<file path="config.mk">
export PLATFORM = sky130hd
export DESIGN_NAME = joybus_no_device_responder
export DESIGN_NICKNAME = d
export VERILOG_FILES = /design/src/rtl/core/jbnd_pkg.sv /design/src/rtl/core/joybus_no_device_responder.sv /design/src/rtl/core/jbnd_frame_parser.sv
export SDC_FILE = /design/constraint.sdc
export NUM_CORES = 1
export LEC_CHECK = 0
export BUFFER_PORTS_ARGS = -buffer_cell sky130_fd_sc_hd__buf_2
export CORE_UTILIZATION = 57
export CTS_CLUSTER_DIAMETER = 150
export CTS_CLUSTER_SIZE = 30
export DETAILED_ROUTE_END_ITERATION = 10
export GPL_ROUTABILITY_DRIVEN = 0
export GPL_TIMING_DRIVEN = 0
export PLACE_DENSITY_LB_ADDON = 0.05
export SETUP_SLACK_MARGIN = 0.1
export SYNTH_ARGS = -nofsm -noshare
export SYNTH_HDL_FRONTEND = slang
export SYNTH_SLANG_ARGS = --single-unit
export TNS_END_PERCENT = 10
</file>
<file path="constraint.sdc">
create_clock -name clock -period 2.8 [get_ports clock]
set_clock_uncertainty 0.1 [all_clocks]
set_input_delay 0.28 -clock clock [delete_from_list [all_inputs] [get_ports clock]]
set_output_delay 0.28 -clock clock [all_outputs]
set_load 0.03 [all_outputs]
</file>
<file path="src/rtl/core/jbnd_pkg.sv">
// ----------------------------------------------------------------------------
// jbnd_pkg
// Shared widths, framing codes and types for the no-device responder.
// ----------------------------------------------------------------------------
package jbnd_pkg;

   localparam int BYTE_W = 8;
   localparam int LEN_W  = 6;
   localparam int SKIP_W = LEN_W + 1;

   localparam int RAM_IMAGE_BYTES_DEF = 64;

   localparam logic [BYTE_W-1:0] CODE_SKIP       = 8'h00;
   localparam logic [BYTE_W-1:0] CODE_RESET      = 8'hFD;
   localparam logic [BYTE_W-1:0] CODE_END        = 8'hFE;
   localparam logic [BYTE_W-1:0] CODE_PAD        = 8'hFF;
   localparam logic [BYTE_W-1:0] ERR_FIELD       = 8'hC0;
   localparam logic [BYTE_W-1:0] ERR_NO_RESPONSE = 8'h80;
   localparam logic [BYTE_W-1:0] LEN_FIELD       = 8'h3F;

   typedef struct packed {
      logic [BYTE_W-1:0] out_byte;
      logic              is_header;
      logic              was_flagged;
   } result_type;

endpackage

</file>
<file path="src/rtl/core/joybus_no_device_responder.sv">
// ----------------------------------------------------------------------------
// joybus_no_device_responder
// Passes a controller command image through byte by byte and answers every
// command block with the no-response code.
//
//   channel  | direction | ports
//   ---------+-----------+--------------------------------------------------
//   request  | in        | req_valid, req_ready, req_in_byte
//   response | out       | rsp_valid, rsp_ready, rsp_out_byte,
//            |           | rsp_is_header, rsp_was_flagged
//
// One request is taken per cycle while the output is not stalled. Its
// response moves from the input register into the output register, from
// which it is presented. The framing state is updated as a request moves
// from the input register into the output register. A stalled output holds
// the output register, and the input register still takes one more
// request. Reset clears all framing state and empties both registers.
// ----------------------------------------------------------------------------
module joybus_no_device_responder #(
   parameter int RAM_IMAGE_BYTES = jbnd_pkg::RAM_IMAGE_BYTES_DEF
) (
   input  logic                        clock,
   input  logic                        reset,
   input  logic                        req_valid,
   output logic                        req_ready,
   input  logic [jbnd_pkg::BYTE_W-1:0] req_in_byte,
   output logic                        rsp_valid,
   input  logic                        rsp_ready,
   output logic [jbnd_pkg::BYTE_W-1:0] rsp_out_byte,
   output logic                        rsp_is_header,
   output logic                        rsp_was_flagged
);

   logic                        in_valid_ff;
   logic [jbnd_pkg::BYTE_W-1:0] in_byte_ff;
   logic                        out_valid_ff;
   jbnd_pkg::result_type        out_ff;
   jbnd_pkg::result_type        result;
   logic                        advance;

   assign advance   = in_valid_ff && (!out_valid_ff || rsp_ready);
   assign req_ready = !in_valid_ff || advance;

   jbnd_frame_parser #(
      .RAM_IMAGE_BYTES(RAM_IMAGE_BYTES)
   ) u_parser (
      .clock  (clock),
      .reset  (reset),
      .step   (advance),
      .in_byte(in_byte_ff),
      .result (result)
   );

   always_ff @(posedge clock) begin
      if (reset) begin
         in_valid_ff  <= 1'b0;
         out_valid_ff <= 1'b0;
      end else begin
         if (req_ready) begin
            in_valid_ff <= req_valid;
         end
         if (advance) begin
            out_valid_ff <= 1'b1;
         end else if (rsp_ready) begin
            out_valid_ff <= 1'b0;
         end
      end
   end

   always_ff @(posedge clock) begin
      if (req_ready && req_valid) begin
         in_byte_ff <= req_in_byte;
      end
      if (advance) begin
         out_ff <= result;
      end
   end

   assign rsp_valid       = out_valid_ff;
   assign rsp_out_byte    = out_ff.out_byte;
   assign rsp_is_header   = out_ff.is_header;
   assign rsp_was_flagged = out_ff.was_flagged;

endmodule

</file>
<file path="src/rtl/core/jbnd_frame_parser.sv">
// ----------------------------------------------------------------------------
// jbnd_frame_parser
// Walks the channel framing of the command image one byte per step and
// marks each receive size byte with the no-response code.
// ----------------------------------------------------------------------------
module jbnd_frame_parser #(
   parameter int RAM_IMAGE_BYTES = jbnd_pkg::RAM_IMAGE_BYTES_DEF
) (
   input  logic                           clock,
   input  logic                           reset,
   input  logic                           step,
   input  logic [jbnd_pkg::BYTE_W-1:0]    in_byte,
   output jbnd_pkg::result_type           result
);

   localparam int POS_W = $clog2(RAM_IMAGE_BYTES);
   localparam logic [POS_W-1:0] POS_LAST = POS_W'(RAM_IMAGE_BYTES - 1);

   localparam logic [1:0] PHASE_HEADER  = 2'd0;
   localparam logic [1:0] PHASE_RXSIZE  = 2'd1;
   localparam logic [1:0] PHASE_SKIP    = 2'd2;
   localparam logic [1:0] PHASE_STOPPED = 2'd3;

   logic [POS_W-1:0]            position_ff;
   logic [POS_W-1:0]            position_in;
   logic [1:0]                  phase_ff;
   logic [1:0]                  phase_in;
   logic [jbnd_pkg::LEN_W-1:0]  tx_length_ff;
   logic [jbnd_pkg::LEN_W-1:0]  tx_length_in;
   logic [jbnd_pkg::SKIP_W-1:0] skip_ff;
   logic [jbnd_pkg::SKIP_W-1:0] skip_in;
   logic [jbnd_pkg::SKIP_W-1:0] skip_next;
   logic                        last;

   assign last = (position_ff == POS_LAST);

   always_comb begin
      result.out_byte    = in_byte;
      result.is_header   = 1'b0;
      result.was_flagged = 1'b0;
      phase_in           = phase_ff;
      tx_length_in       = tx_length_ff;
      skip_in            = skip_ff;
      skip_next          = skip_ff;
      case (phase_ff)
         PHASE_HEADER: begin
            if (!last) begin
               if (in_byte == jbnd_pkg::CODE_END) begin
                  phase_in = PHASE_STOPPED;
               end else if (!(in_byte inside {jbnd_pkg::CODE_PAD, jbnd_pkg::CODE_SKIP,
                                              jbnd_pkg::CODE_RESET})) begin
                  result.is_header = 1'b1;
                  tx_length_in     = in_byte[jbnd_pkg::LEN_W-1:0];
                  phase_in         = PHASE_RXSIZE;
               end
            end
         end
         PHASE_RXSIZE: begin
            result.out_byte    = (in_byte & ~jbnd_pkg::ERR_FIELD) | jbnd_pkg::ERR_NO_RESPONSE;
            result.was_flagged = 1'b1;
            skip_in = {1'b0, tx_length_ff} + {1'b0, in_byte[jbnd_pkg::LEN_W-1:0]};
            phase_in = (skip_in == '0) ? PHASE_HEADER : PHASE_SKIP;
         end
         PHASE_SKIP: begin
            if (skip_ff != '0) begin
               skip_next = skip_ff - 1'b1;
            end
            skip_in = skip_next;
            if (skip_next == '0) begin
               phase_in = PHASE_HEADER;
            end
         end
         default: begin
         end
      endcase
      position_in = position_ff + 1'b1;
      if (last) begin
         position_in  = '0;
         phase_in     = PHASE_HEADER;
         tx_length_in = '0;
         skip_in      = '0;
      end
   end

   always_ff @(posedge clock) begin
      if (reset) begin
         position_ff  <= '0;
         phase_ff     <= PHASE_HEADER;
         tx_length_ff <= '0;
         skip_ff      <= '0;
      end else if (step) begin
         position_ff  <= position_in;
         phase_ff     <= phase_in;
         tx_length_ff <= tx_length_in;
         skip_ff      <= skip_in;
      end
   end

endmodule
</file>
==> results of run 1 <==
-- critical path, cell delays in order (launching register included) --
cell	delay, ns
dfxtp_1	0.45
inv_1	0.10
ha_1	0.25
xor2_1	0.18
nand4b_1	0.19
a22o_1	0.23
a211o_1	0.33
or4_1	0.48
o32ai_1	0.12
-- state kept, by name, summed over array words and instances (netlist names) --
register               count
u_parser.tx_length_ff      6
in_valid_ff                1
in_byte_ff                 8
rsp_valid                  1
u_parser.position_ff       6
rsp_is_header              1
rsp_was_flagged            1
u_parser.skip_ff           7
rsp_out_byte               8
u_parser.phase_ff          2
-- synthesized netlist by cell type, drive strengths merged (2+ instances only) --
cell and n:
a21oi 17, a22oi 5, a311oi 2, a31oi 2, and2 2, clkbuf 5, dfxtp 23, edfxtp 18
ha 12, inv 9, nand2 19, nand2b 7, nand3 8, nand3b 2, nand4 2, nor2 26
nor2b 4, nor3 4, nor4 4, o21a 2, o21ai 5, o32ai 2, or2 2, or3 2
xnor2 2, xor2 6
-- final timing paths --
check | slack, ns | to | start
worst max-delay path | 0.27 | u_parser.phase_ff[1] | u_parser.skip_ff[0]
worst min-delay path | 0.06 | in_byte_ff[7] | req_in_byte[7]
worst max register to register | 0.27 | u_parser.phase_ff[1] | u_parser.skip_ff[0]
worst min register to register | 0.38 | u_parser.position_ff[1] | u_parser.position_ff[1]
-- cell type report --
class | instances | area (um^2) | share of cell area (%)
timing repair buffer | 22 | 110 | 4.67
buffer | 6 | 23.8 | 1.01
tap | 46 | 57.6 | 2.44
inverter | 10 | 38.8 | 1.64
multi-input combinational | 160 | 1040 | 44.3
clock inverter | 1 | 7.51 | 0.318
sequential | 41 | 1000 | 42.4
clock buffer | 7 | 76.3 | 3.23
-- routing by layer --
layer,GRT usage [%],vias to the layer above,part of all wire [%]
met5,0,-,0
met4,10.2,0,2.1
met3,6.39,9,5.1
met2,41.7,53,49
met1,32.1,813,44
li1,-,848,-
-- power breakdown --
group | total (mW) | internal, mW | switching [mW]
combinational | 0.183 | 0.0733 | 0.109
clock | 0.370 | 0.176 | 0.194
sequential | 0.676 | 0.653 | 0.0224
total | 1.23 | 0.903 | 0.326
-- logic make-up after synthesis --
logic type                 after synthesis  share of synthesized area (%)
buffers and inverters                   16                           2.91
xor gates and xnor gates                 8                           3.33
adders and majority gates               13                           8.09
muxes                                    1                          0.476
and+or+nand+nor                         89                           22.1
DFF                                     41                           47.6
AOI/OAI and AO/OA                       49                           15.5
-- metrics by stage --
stage          instance area [um^2]  hold slack, ns  setup WS, ns
2_1_floorplan                  2100           0.279         0.394
3_3_place_gp                   2270           0.357        0.0222
3_5_place_dp                   2270           0.359       -0.0481
4_1_cts                        2360          0.0509         0.276
5_1_grt                        2360          0.0460         0.169
6_report                       2360          0.0581         0.271
-- repair_timing --
action | 4_1_cts | 5_1_grt
gates cloned | 0 | 0
endpoints found under the setup margin | 6 | 5
buffers inserted | 0 | 0
gates resized for setup | 1 | 1
pin swaps | 0 | 0
==> results.sh, run 1 <==
export IMPL_power_total_mw=1.23
export IMPL_layout_common_cells="nor2_1 (26), buf_2 (23), dfxtp_1 (23)"
export IMPL_power_density_mw_per_mm2=521
export IMPL_overflow=0
export IMPL_io_pins=24
export IMPL_fp_dieArea_mm2=0.00394
export IMPL_hold_path_class="in -> reg"
export IMPL_cts_tree="done"
export IMPL_setup_viol=0
export IMPL_grt_pass1_vias=1662
export IMPL_num_rows=21
export IMPL_yosysSeqAreaShare_pct=47.6
export IMPL_layout_nets=271
export IMPL_drt_vias_per_instance=5.88
export IMPL_tns_ns=0
export IMPL_die_width_um=62.7
export IMPL_end_kind="register"
export IMPL_min_period_over_period_pct=90.3
export IMPL_synth_edf_count=18
export IMPL_synth_area_mm2=0.00210
export IMPL_worstSkewPairLatency_ns=0.29
export IMPL_ant_nets=0
export IMPL_async_reset_ff_share_pct=0
export IMPL_fillCellCount=285
export IMPL_synth_area_leaders="edfxtp_1 (26%), dfxtp_1 (22%), ha_1 (7.1%)"
export IMPL_ys_ff_latch=41
export IMPL_layout_area_overhead_vs_synth_pct=12.2
export IMPL_firstDrtPassIters=4
export IMPL_drv_cap=0
export IMPL_fmax_ghz=0.395
export IMPL_drive_gt1_share_pct=15.0
export IMPL_clkTransAtPathRegs_ns=0.08
export IMPL_syn_area_per_cell_um2=9.69
export IMPL_cp_max_fo=7
export IMPL_numClockSinks=41
export IMPL_synth_top_area_share_pct=25.7
export IMPL_routed_wl_mm=4.45
export IMPL_startpoint_type="register"
export IMPL_io_buffers=22
export IMPL_clock_path_buffers=2
export IMPL_grt_pass1_wl_mm=7.70
export IMPL_grt_max_degree=18
export IMPL_post_route_min_period_ns=2.53
export IMPL_status="finished, final reports clean"
export IMPL_grt_usage_pct=25.5
export IMPL_yosysTopAreaCell="edfxtp_1"
export IMPL_peakVddDrop_uv=496
export IMPL_drt_iter0_markers=215
export IMPL_ctsHoldBuffers=0
export IMPL_drv_slew=0
export IMPL_synth_cell_types=54
export IMPL_fp_coreArea_mm2=0.00344
export IMPL_vias=1723
export IMPL_n_antenna_cell=0
export IMPL_yosysWarnings=0
export IMPL_cp_arrival_ns=2.63
export IMPL_hold_viol=0
export IMPL_cts_root_buffer="clkbuf_8"
export IMPL_syn_nets=242
export IMPL_leakage_nw=0.895
export IMPL_cts_htree_levels=2
export IMPL_drc_errors=0
export IMPL_fin_cells=293
export IMPL_rsz0062_at_grt="false"
export IMPL_worst_slew_pin_slew_ns=0.559
export IMPL_netlist_instances=217
export IMPL_critPathKind="reg -> reg"
export IMPL_dpl_hpwl_mm=3.30
export IMPL_wl_per_cell_um=15.2
export IMPL_layout_commonest_cell="nor2_1"
export IMPL_dp_cells=285
export IMPL_hold_depth=1
export IMPL_cts_buffers=5
export IMPL_max_slew_margin_pct=62.7
export IMPL_final_util_pct=68.6
export IMPL_required_ns=2.91
export IMPL_synth_ff_type="dfxtp_1"
export IMPL_die_y_um=62.7
export IMPL_reg2reg_depth=8
export IMPL_antenna_found_initial=0
export IMPL_initial_core_util_pct=61.1
Power figures use the tool's default switching activity.
==> inputs of run 2 (changes only) <==
Settings changed: CORE_UTILIZATION 57 to 60.
Clock period 2.8 ns to 3.2 ns, I/O delays scaled along.
==> run 2 against run 1 <==
- flip-flop and latch count stayed put
- largest cell class unchanged
- maximum frequency fell by 11%
- final area decreased by 0.85%
- core utilization grew 1.6 points
- final cell count rose by 0.34%
- register-to-register slack improved by 0.095 ns
- die area down 4.8%
- hold slack worse by 0.032 ns
- sequential share of layout area grew 0.36 points
- via count increased by 2.1%
==> results.sh, run 2 (synthesized netlist as in run 1, its figures left out) <==
export IMPL_layout_nets=272
export IMPL_power_density_mw_per_mm2=437
export IMPL_leakage_nw=0.889
export IMPL_worstSkewPairLatency_ns=0.36
export IMPL_io_pins=24
export IMPL_drc_errors=0
export IMPL_hold_ws_ns=0.0256
export IMPL_vias=1759
export IMPL_overflow=0
export IMPL_initial_core_util_pct=63.0
export IMPL_reg2reg_slack_ns=0.37
export IMPL_cts_buffers=5
export IMPL_drv_slew=0
export IMPL_layout_area_overhead_vs_synth_pct=11.2
export IMPL_numClockSinks=41
export IMPL_ant_nets=0
export IMPL_die_width_um=61.2
export IMPL_register_area_mm2=0.00100
export IMPL_cp_common_cell="nor2_1"
export IMPL_setup_viol=0
export IMPL_fillCellCount=281
export IMPL_min_period_over_period_pct=88.6
export IMPL_end_kind="register"
export IMPL_crit_chain="nor2b_1 > nand2b_1 > clkbuf_1 > clkinv_1 > o21ai_1 > nor2_1 > a22oi_1 > nor2_1"
export IMPL_clock_path_buffers=2
export IMPL_grt_pass1_vias=1519
export IMPL_hold_path_class="in -> reg"
export IMPL_power_total_mw=1.02
export IMPL_routed_wl_mm=4.47
export IMPL_fp_dieArea_mm2=0.00375
export IMPL_clkTransAtPathRegs_ns=0.13
export IMPL_tns_ns=0
export IMPL_cp_num_buf_inv=2
export IMPL_grt_max_degree=18
export IMPL_path_delay_family="buffers and inverters"
export IMPL_min_delay_start="req_in_byte[5]"
export IMPL_stdcell_area_mm2=0.00234
export IMPL_startpoint_type="register"
export IMPL_peakVddDrop_uv=362
export IMPL_gr_usage_met3_pct=7.77
export IMPL_cp_arrival_ns=2.98
export IMPL_met2_usage_pct=41.9
export IMPL_r2r_start="rsp_valid"
export IMPL_cp_slowest_cell="clkinv_1"
export IMPL_max_slew_margin_pct=62.2
export IMPL_grt_usage_pct=26.6
export IMPL_layout_commonest_cell="nor2_1"
export IMPL_layout_common_cells="nor2_1 (26), buf_2 (23), dfxtp_1 (23)"
export IMPL_drv_cap=0
export IMPL_cts_tree="done"
export IMPL_die_y_um=61.2
export IMPL_slowest_delay_ns=0.54
export IMPL_hold_depth=1
export IMPL_cts_htree_levels=2
export IMPL_wl_per_cell_um=15.2
export IMPL_cts_resized=0
export IMPL_drt_iter0_markers=155
export IMPL_cts_root_buffer="clkbuf_4"
export IMPL_drive_gt1_share_pct=14.9
export IMPL_r2r_end="u_parser.skip_ff[4]"
export IMPL_grt_met1_usage_pct=34.5
export IMPL_critPathKind="reg -> reg"
export IMPL_grt_pass1_wl_mm=7.07
export IMPL_ctsHoldBuffers=0
export IMPL_antenna_found_initial=0
export IMPL_fp_coreArea_mm2=0.00334
export IMPL_path_depth=8
export IMPL_n_antenna_cell=0
export IMPL_hold_viol=0
export IMPL_hold_path_endpoint="in_byte_ff[5]"
export IMPL_cp_max_fo=17
export IMPL_status="finished, final reports clean"
export IMPL_firstDrtPassIters=4
export IMPL_cts_setup_buffers=0
export IMPL_dpl_hpwl_mm=3.26
export IMPL_rsz0062_at_grt="false"
export IMPL_post_route_min_period_ns=2.83
export IMPL_required_ns=3.34
export IMPL_drt_vias_per_instance=5.98
export IMPL_fmax_ghz=0.353
export IMPL_post_dp_cell_area_mm2=0.00227
export IMPL_reg2reg_depth=8
export IMPL_multi_input_area_mm2=0.00104
export IMPL_num_rows=21
export IMPL_busiest_layer="met2"
export IMPL_io_buffers=22
export IMPL_worst_slew_pin_slew_ns=0.563
## run 2: cell count changes in the layout (fill, tap and decap cells not counted), sizes merged
cell / delta
clkbuf: -2
clkinv: +1
dlygate4sd3: +1
inv: +1
## run 2: per-stage QoR
step / worst slack [ns] / cells / util, %
floorplan: 0.794 / 217 / -
global placement: 0.415 / 285 / 68.1
detailed placement: 0.332 / 285 / 68.1
CTS: 0.396 / 293 / 69.8
global route: 0.112 / 294 / 70.1
finish: 0.366 / 294 / 70.1
## run 2: worst max-delay path by stage
stage               startpoint                  end  slack, ns
finish               rsp_valid  u_parser.skip_ff[4]       0.37
floorplan            rsp_valid  u_parser.skip_ff[6]       0.79
CTS                  rsp_valid  u_parser.skip_ff[4]       0.40
detailed placement   rsp_ready  u_parser.skip_ff[4]       0.33
global route         rsp_valid  u_parser.skip_ff[4]       0.11
global placement     rsp_ready  u_parser.skip_ff[1]       0.42
## run 2: report_power, final
part           leakage (nW)  switching, mW  internal [mW]
clock                0.0316          0.181         0.0869
sequential            0.358         0.0196          0.572
combinational         0.499         0.0974         0.0649
total                 0.889          0.298          0.724
## run 2: area by class of cell
| type | instances | share of cell area [%] |
|---|---|---|
| buffer | 6 | 1.02 |
| sequential | 41 | 42.8 |
| clock buffer | 5 | 1.60 |
| multi-input combinational | 160 | 44.5 |
| tap | 46 | 2.46 |
| timing repair buffer | 23 | 5.13 |
| clock inverter | 3 | 0.909 |
| inverter | 10 | 1.60 |
## run 2: routing by layer
| layer | part of all wire [%] | vias up |
|---|---|---|
| met1 | 43 | 841 |
| met5 | 0 | - |
| met4 | 1.7 | 0 |
| met2 | 49 | 56 |
| li1 | - | 854 |
| met3 | 6.1 | 8 |
==> inputs of run 3 (changes only) <==
Settings changed: ABC_AREA set to 1.
==> run 3 against run 2 <==
- worst setup slack gained 0.55 ns
- sequential power is essentially flat
- largest power group unchanged
- synthesized area grew 7.4%
- critical endpoint is now u_parser.phase_ff[1]
- synthesized cell count grew 34%
- largest cell class unchanged
- hold slack gained 0.075 ns
- sequential share of layout area shrank 3.5 points
==> results.sh, run 3 <==
export IMPL_crit_chain="ha_1 > inv_1 > fa_1 > inv_1 > nand3_1 > nand3_1 > nand2_1 > nor2_1 > nand3_1 > nand2_1 > nand2_1 > nand2_1 > nor2_1 > nor2_1 > nor2_1"
export IMPL_reg2reg_depth=15
export IMPL_grt_max_degree=15
export IMPL_synth_edf_count=18
export IMPL_rsz0062_at_grt="false"
export IMPL_final_util_pct=73.4
export IMPL_num_rows=21
export IMPL_grt_pass1_wl_mm=7.39
export IMPL_stdcell_area_mm2=0.00255
export IMPL_peakVddDrop_uv=393
export IMPL_hold_viol=0
export IMPL_r2r_end="u_parser.phase_ff[1]"
export IMPL_status="finished, final reports clean"
export IMPL_clkTransAtPathRegs_ns=0.08
export IMPL_cts_resized=0
export IMPL_antenna_found_initial=0
export IMPL_critPathKind="reg -> reg"
export IMPL_synth_area_mm2=0.00226
export IMPL_synth_area_leaders="edfxtp_1 (24%), dfxtp_1 (20%), nand2_1 (12%)"
export IMPL_drc_errors=0
export IMPL_layout_common_cells="nand2_1 (73), inv_1 (34), a21oi_1 (27)"
export IMPL_cts_buffers=5
export IMPL_synth_top_area_share_pct=23.9
export IMPL_netlist_top_cells_count="nand2_1 (73), inv_1 (34), a21oi_1 (27)"
export IMPL_worst_slew_pin_slew_ns=0.612
export IMPL_required_ns=3.27
export IMPL_fin_cells=367
export IMPL_yosysTopAreaCell="edfxtp_1"
export IMPL_end_kind="register"
export IMPL_syn_nets=315
export IMPL_cts_root_buffer="clkbuf_8"
export IMPL_synth_cell_types=30
export IMPL_routed_wl_mm=4.35
export IMPL_post_dp_cell_area_mm2=0.00243
export IMPL_drive_gt1_share_pct=16.8
export IMPL_grt_pass1_vias=1756
export IMPL_cts_tree="done"
export IMPL_wl_per_cell_um=11.8
export IMPL_drv_slew=0
export IMPL_yosysWarnings=0
export IMPL_die_y_um=63.4
export IMPL_min_delay_start="req_in_byte[2]"
export IMPL_io_pins=24
export IMPL_n_antenna_cell=0
export IMPL_hold_path_endpoint="in_byte_ff[2]"
export IMPL_worstSkewPairLatency_ns=0.29
export IMPL_slowest_delay_ns=0.46
export IMPL_overflow=0
export IMPL_dpl_hpwl_mm=3.25
export IMPL_yosysSeqAreaShare_pct=44.3
export IMPL_power_density_mw_per_mm2=466
export IMPL_drv_cap=0
export IMPL_initial_core_util_pct=65.2
export IMPL_cp_max_fo=6
export IMPL_fp_dieArea_mm2=0.00402
export IMPL_cts_htree_levels=2
export IMPL_startpoint_type="register"
export IMPL_async_reset_ff_share_pct=0
export IMPL_cts_setup_buffers=0
export IMPL_drt_vias_per_instance=5.34
export IMPL_yosysMostFrequentCell="nand2_1"
export IMPL_hold_path_class="in -> reg"
export IMPL_min_period_over_period_pct=71.5
export IMPL_cp_arrival_ns=2.36
export IMPL_ctsHoldBuffers=0
export IMPL_clock_path_buffers=2
export IMPL_layout_commonest_cell="nand2_1"
export IMPL_post_route_min_period_ns=2.29
export IMPL_synth_ff_type="dfxtp_1"
export IMPL_cp_slowest_cell="edfxtp_1"
export IMPL_max_slew_margin_pct=58.8
export IMPL_ant_nets=0
export IMPL_drt_iter0_markers=216
export IMPL_hold_depth=1
export IMPL_syn_area_per_cell_um2=7.79
export IMPL_setup_viol=0
export IMPL_io_buffers=23
export IMPL_layout_nets=345
export IMPL_grt_usage_pct=23.5
export IMPL_dp_cells=359
export IMPL_numClockSinks=41
export IMPL_firstDrtPassIters=4
export IMPL_fp_coreArea_mm2=0.00347
export IMPL_netlist_instances=290
export IMPL_layout_area_overhead_vs_synth_pct=12.7
export IMPL_die_width_um=63.4
export IMPL_reg2reg_slack_ns=0.91
export IMPL_tns_ns=0
export IMPL_ys_ff_latch=41
export IMPL_leakage_nw=1.15
export IMPL_fmax_ghz=0.437
export IMPL_r2r_start="in_byte_ff[0]"
export IMPL_vias=1958
==> run 3: final cells by class <==
cell class	count	area [um^2]
Clock inverter	3	46.3
Timing Repair Buffer	23	115
Inverter	40	150
Multi-Input combinational cell	204	1090
Fill cell	281	921
Clock buffer	5	68.8
Sequential cell	41	1000
Buffer	5	22.5
Tap cell	46	57.6
==> run 3: through the flow <==
step           worst slack, ns  power (mW)  hold slack (ns)
2_1_floorplan             1.22       0.730            0.319
3_3_place_gp             0.990       0.771            0.353
3_5_place_dp             0.988       0.774            0.358
4_1_cts                  0.964        1.19           0.0940
5_1_grt                  0.707        1.24           0.0861
6_report                 0.913        1.19            0.100
==> run 3: how the worst max path moves through the flow <==
stage	cells past startpoint	slack, ns	startpoint	to
after floorplan	14	1.22	in_byte_ff[0]	u_parser.phase_ff[1]
after global placement	14	0.99	in_byte_ff[0]	u_parser.phase_ff[1]
after detailed placement	14	0.99	in_byte_ff[0]	u_parser.phase_ff[1]
after CTS	15	0.96	in_byte_ff[0]	u_parser.phase_ff[1]
after global routing	15	0.71	in_byte_ff[0]	u_parser.phase_ff[1]
final	15	0.91	in_byte_ff[0]	u_parser.phase_ff[1]
==> run 3: report_power, final <==
group	total (mW)	internal [mW]	switching (mW)
combinational	0.176	0.0612	0.115
clock	0.422	0.233	0.189
sequential	0.588	0.571	0.0168
==> run 3: worst max-delay path: cells and delay by family, from the launching register on <==
family | cells | cell delay (ns)
adders and majority gates | 2 | 0.64
and+or+nand+nor | 11 | 0.79
DFF | 1 | 0.46
buffers and inverters | 2 | 0.16
==> run 3: cells by family after synthesis <==
family                   synth area share, %
AND/OR/NAND/NOR                         30.0
XOR/XNOR                               0.775
AO/OA/AOI/OAI                           9.74
buffers and inverters                   7.64
flip-flops                              44.3
adder cells (fa/ha/maj)                 7.53
==> run 3: per-layer routing <==
layer / vias up / track usage (%) / part of all wire (%)
li1: 1009 / - / -
met1: 889 / 30.2 / 47
met2: 52 / 40.4 / 48
met3: 8 / 4.89 / 4.4
met4: 0 / 5.11 / 0.81
met5: - / 0 / 0
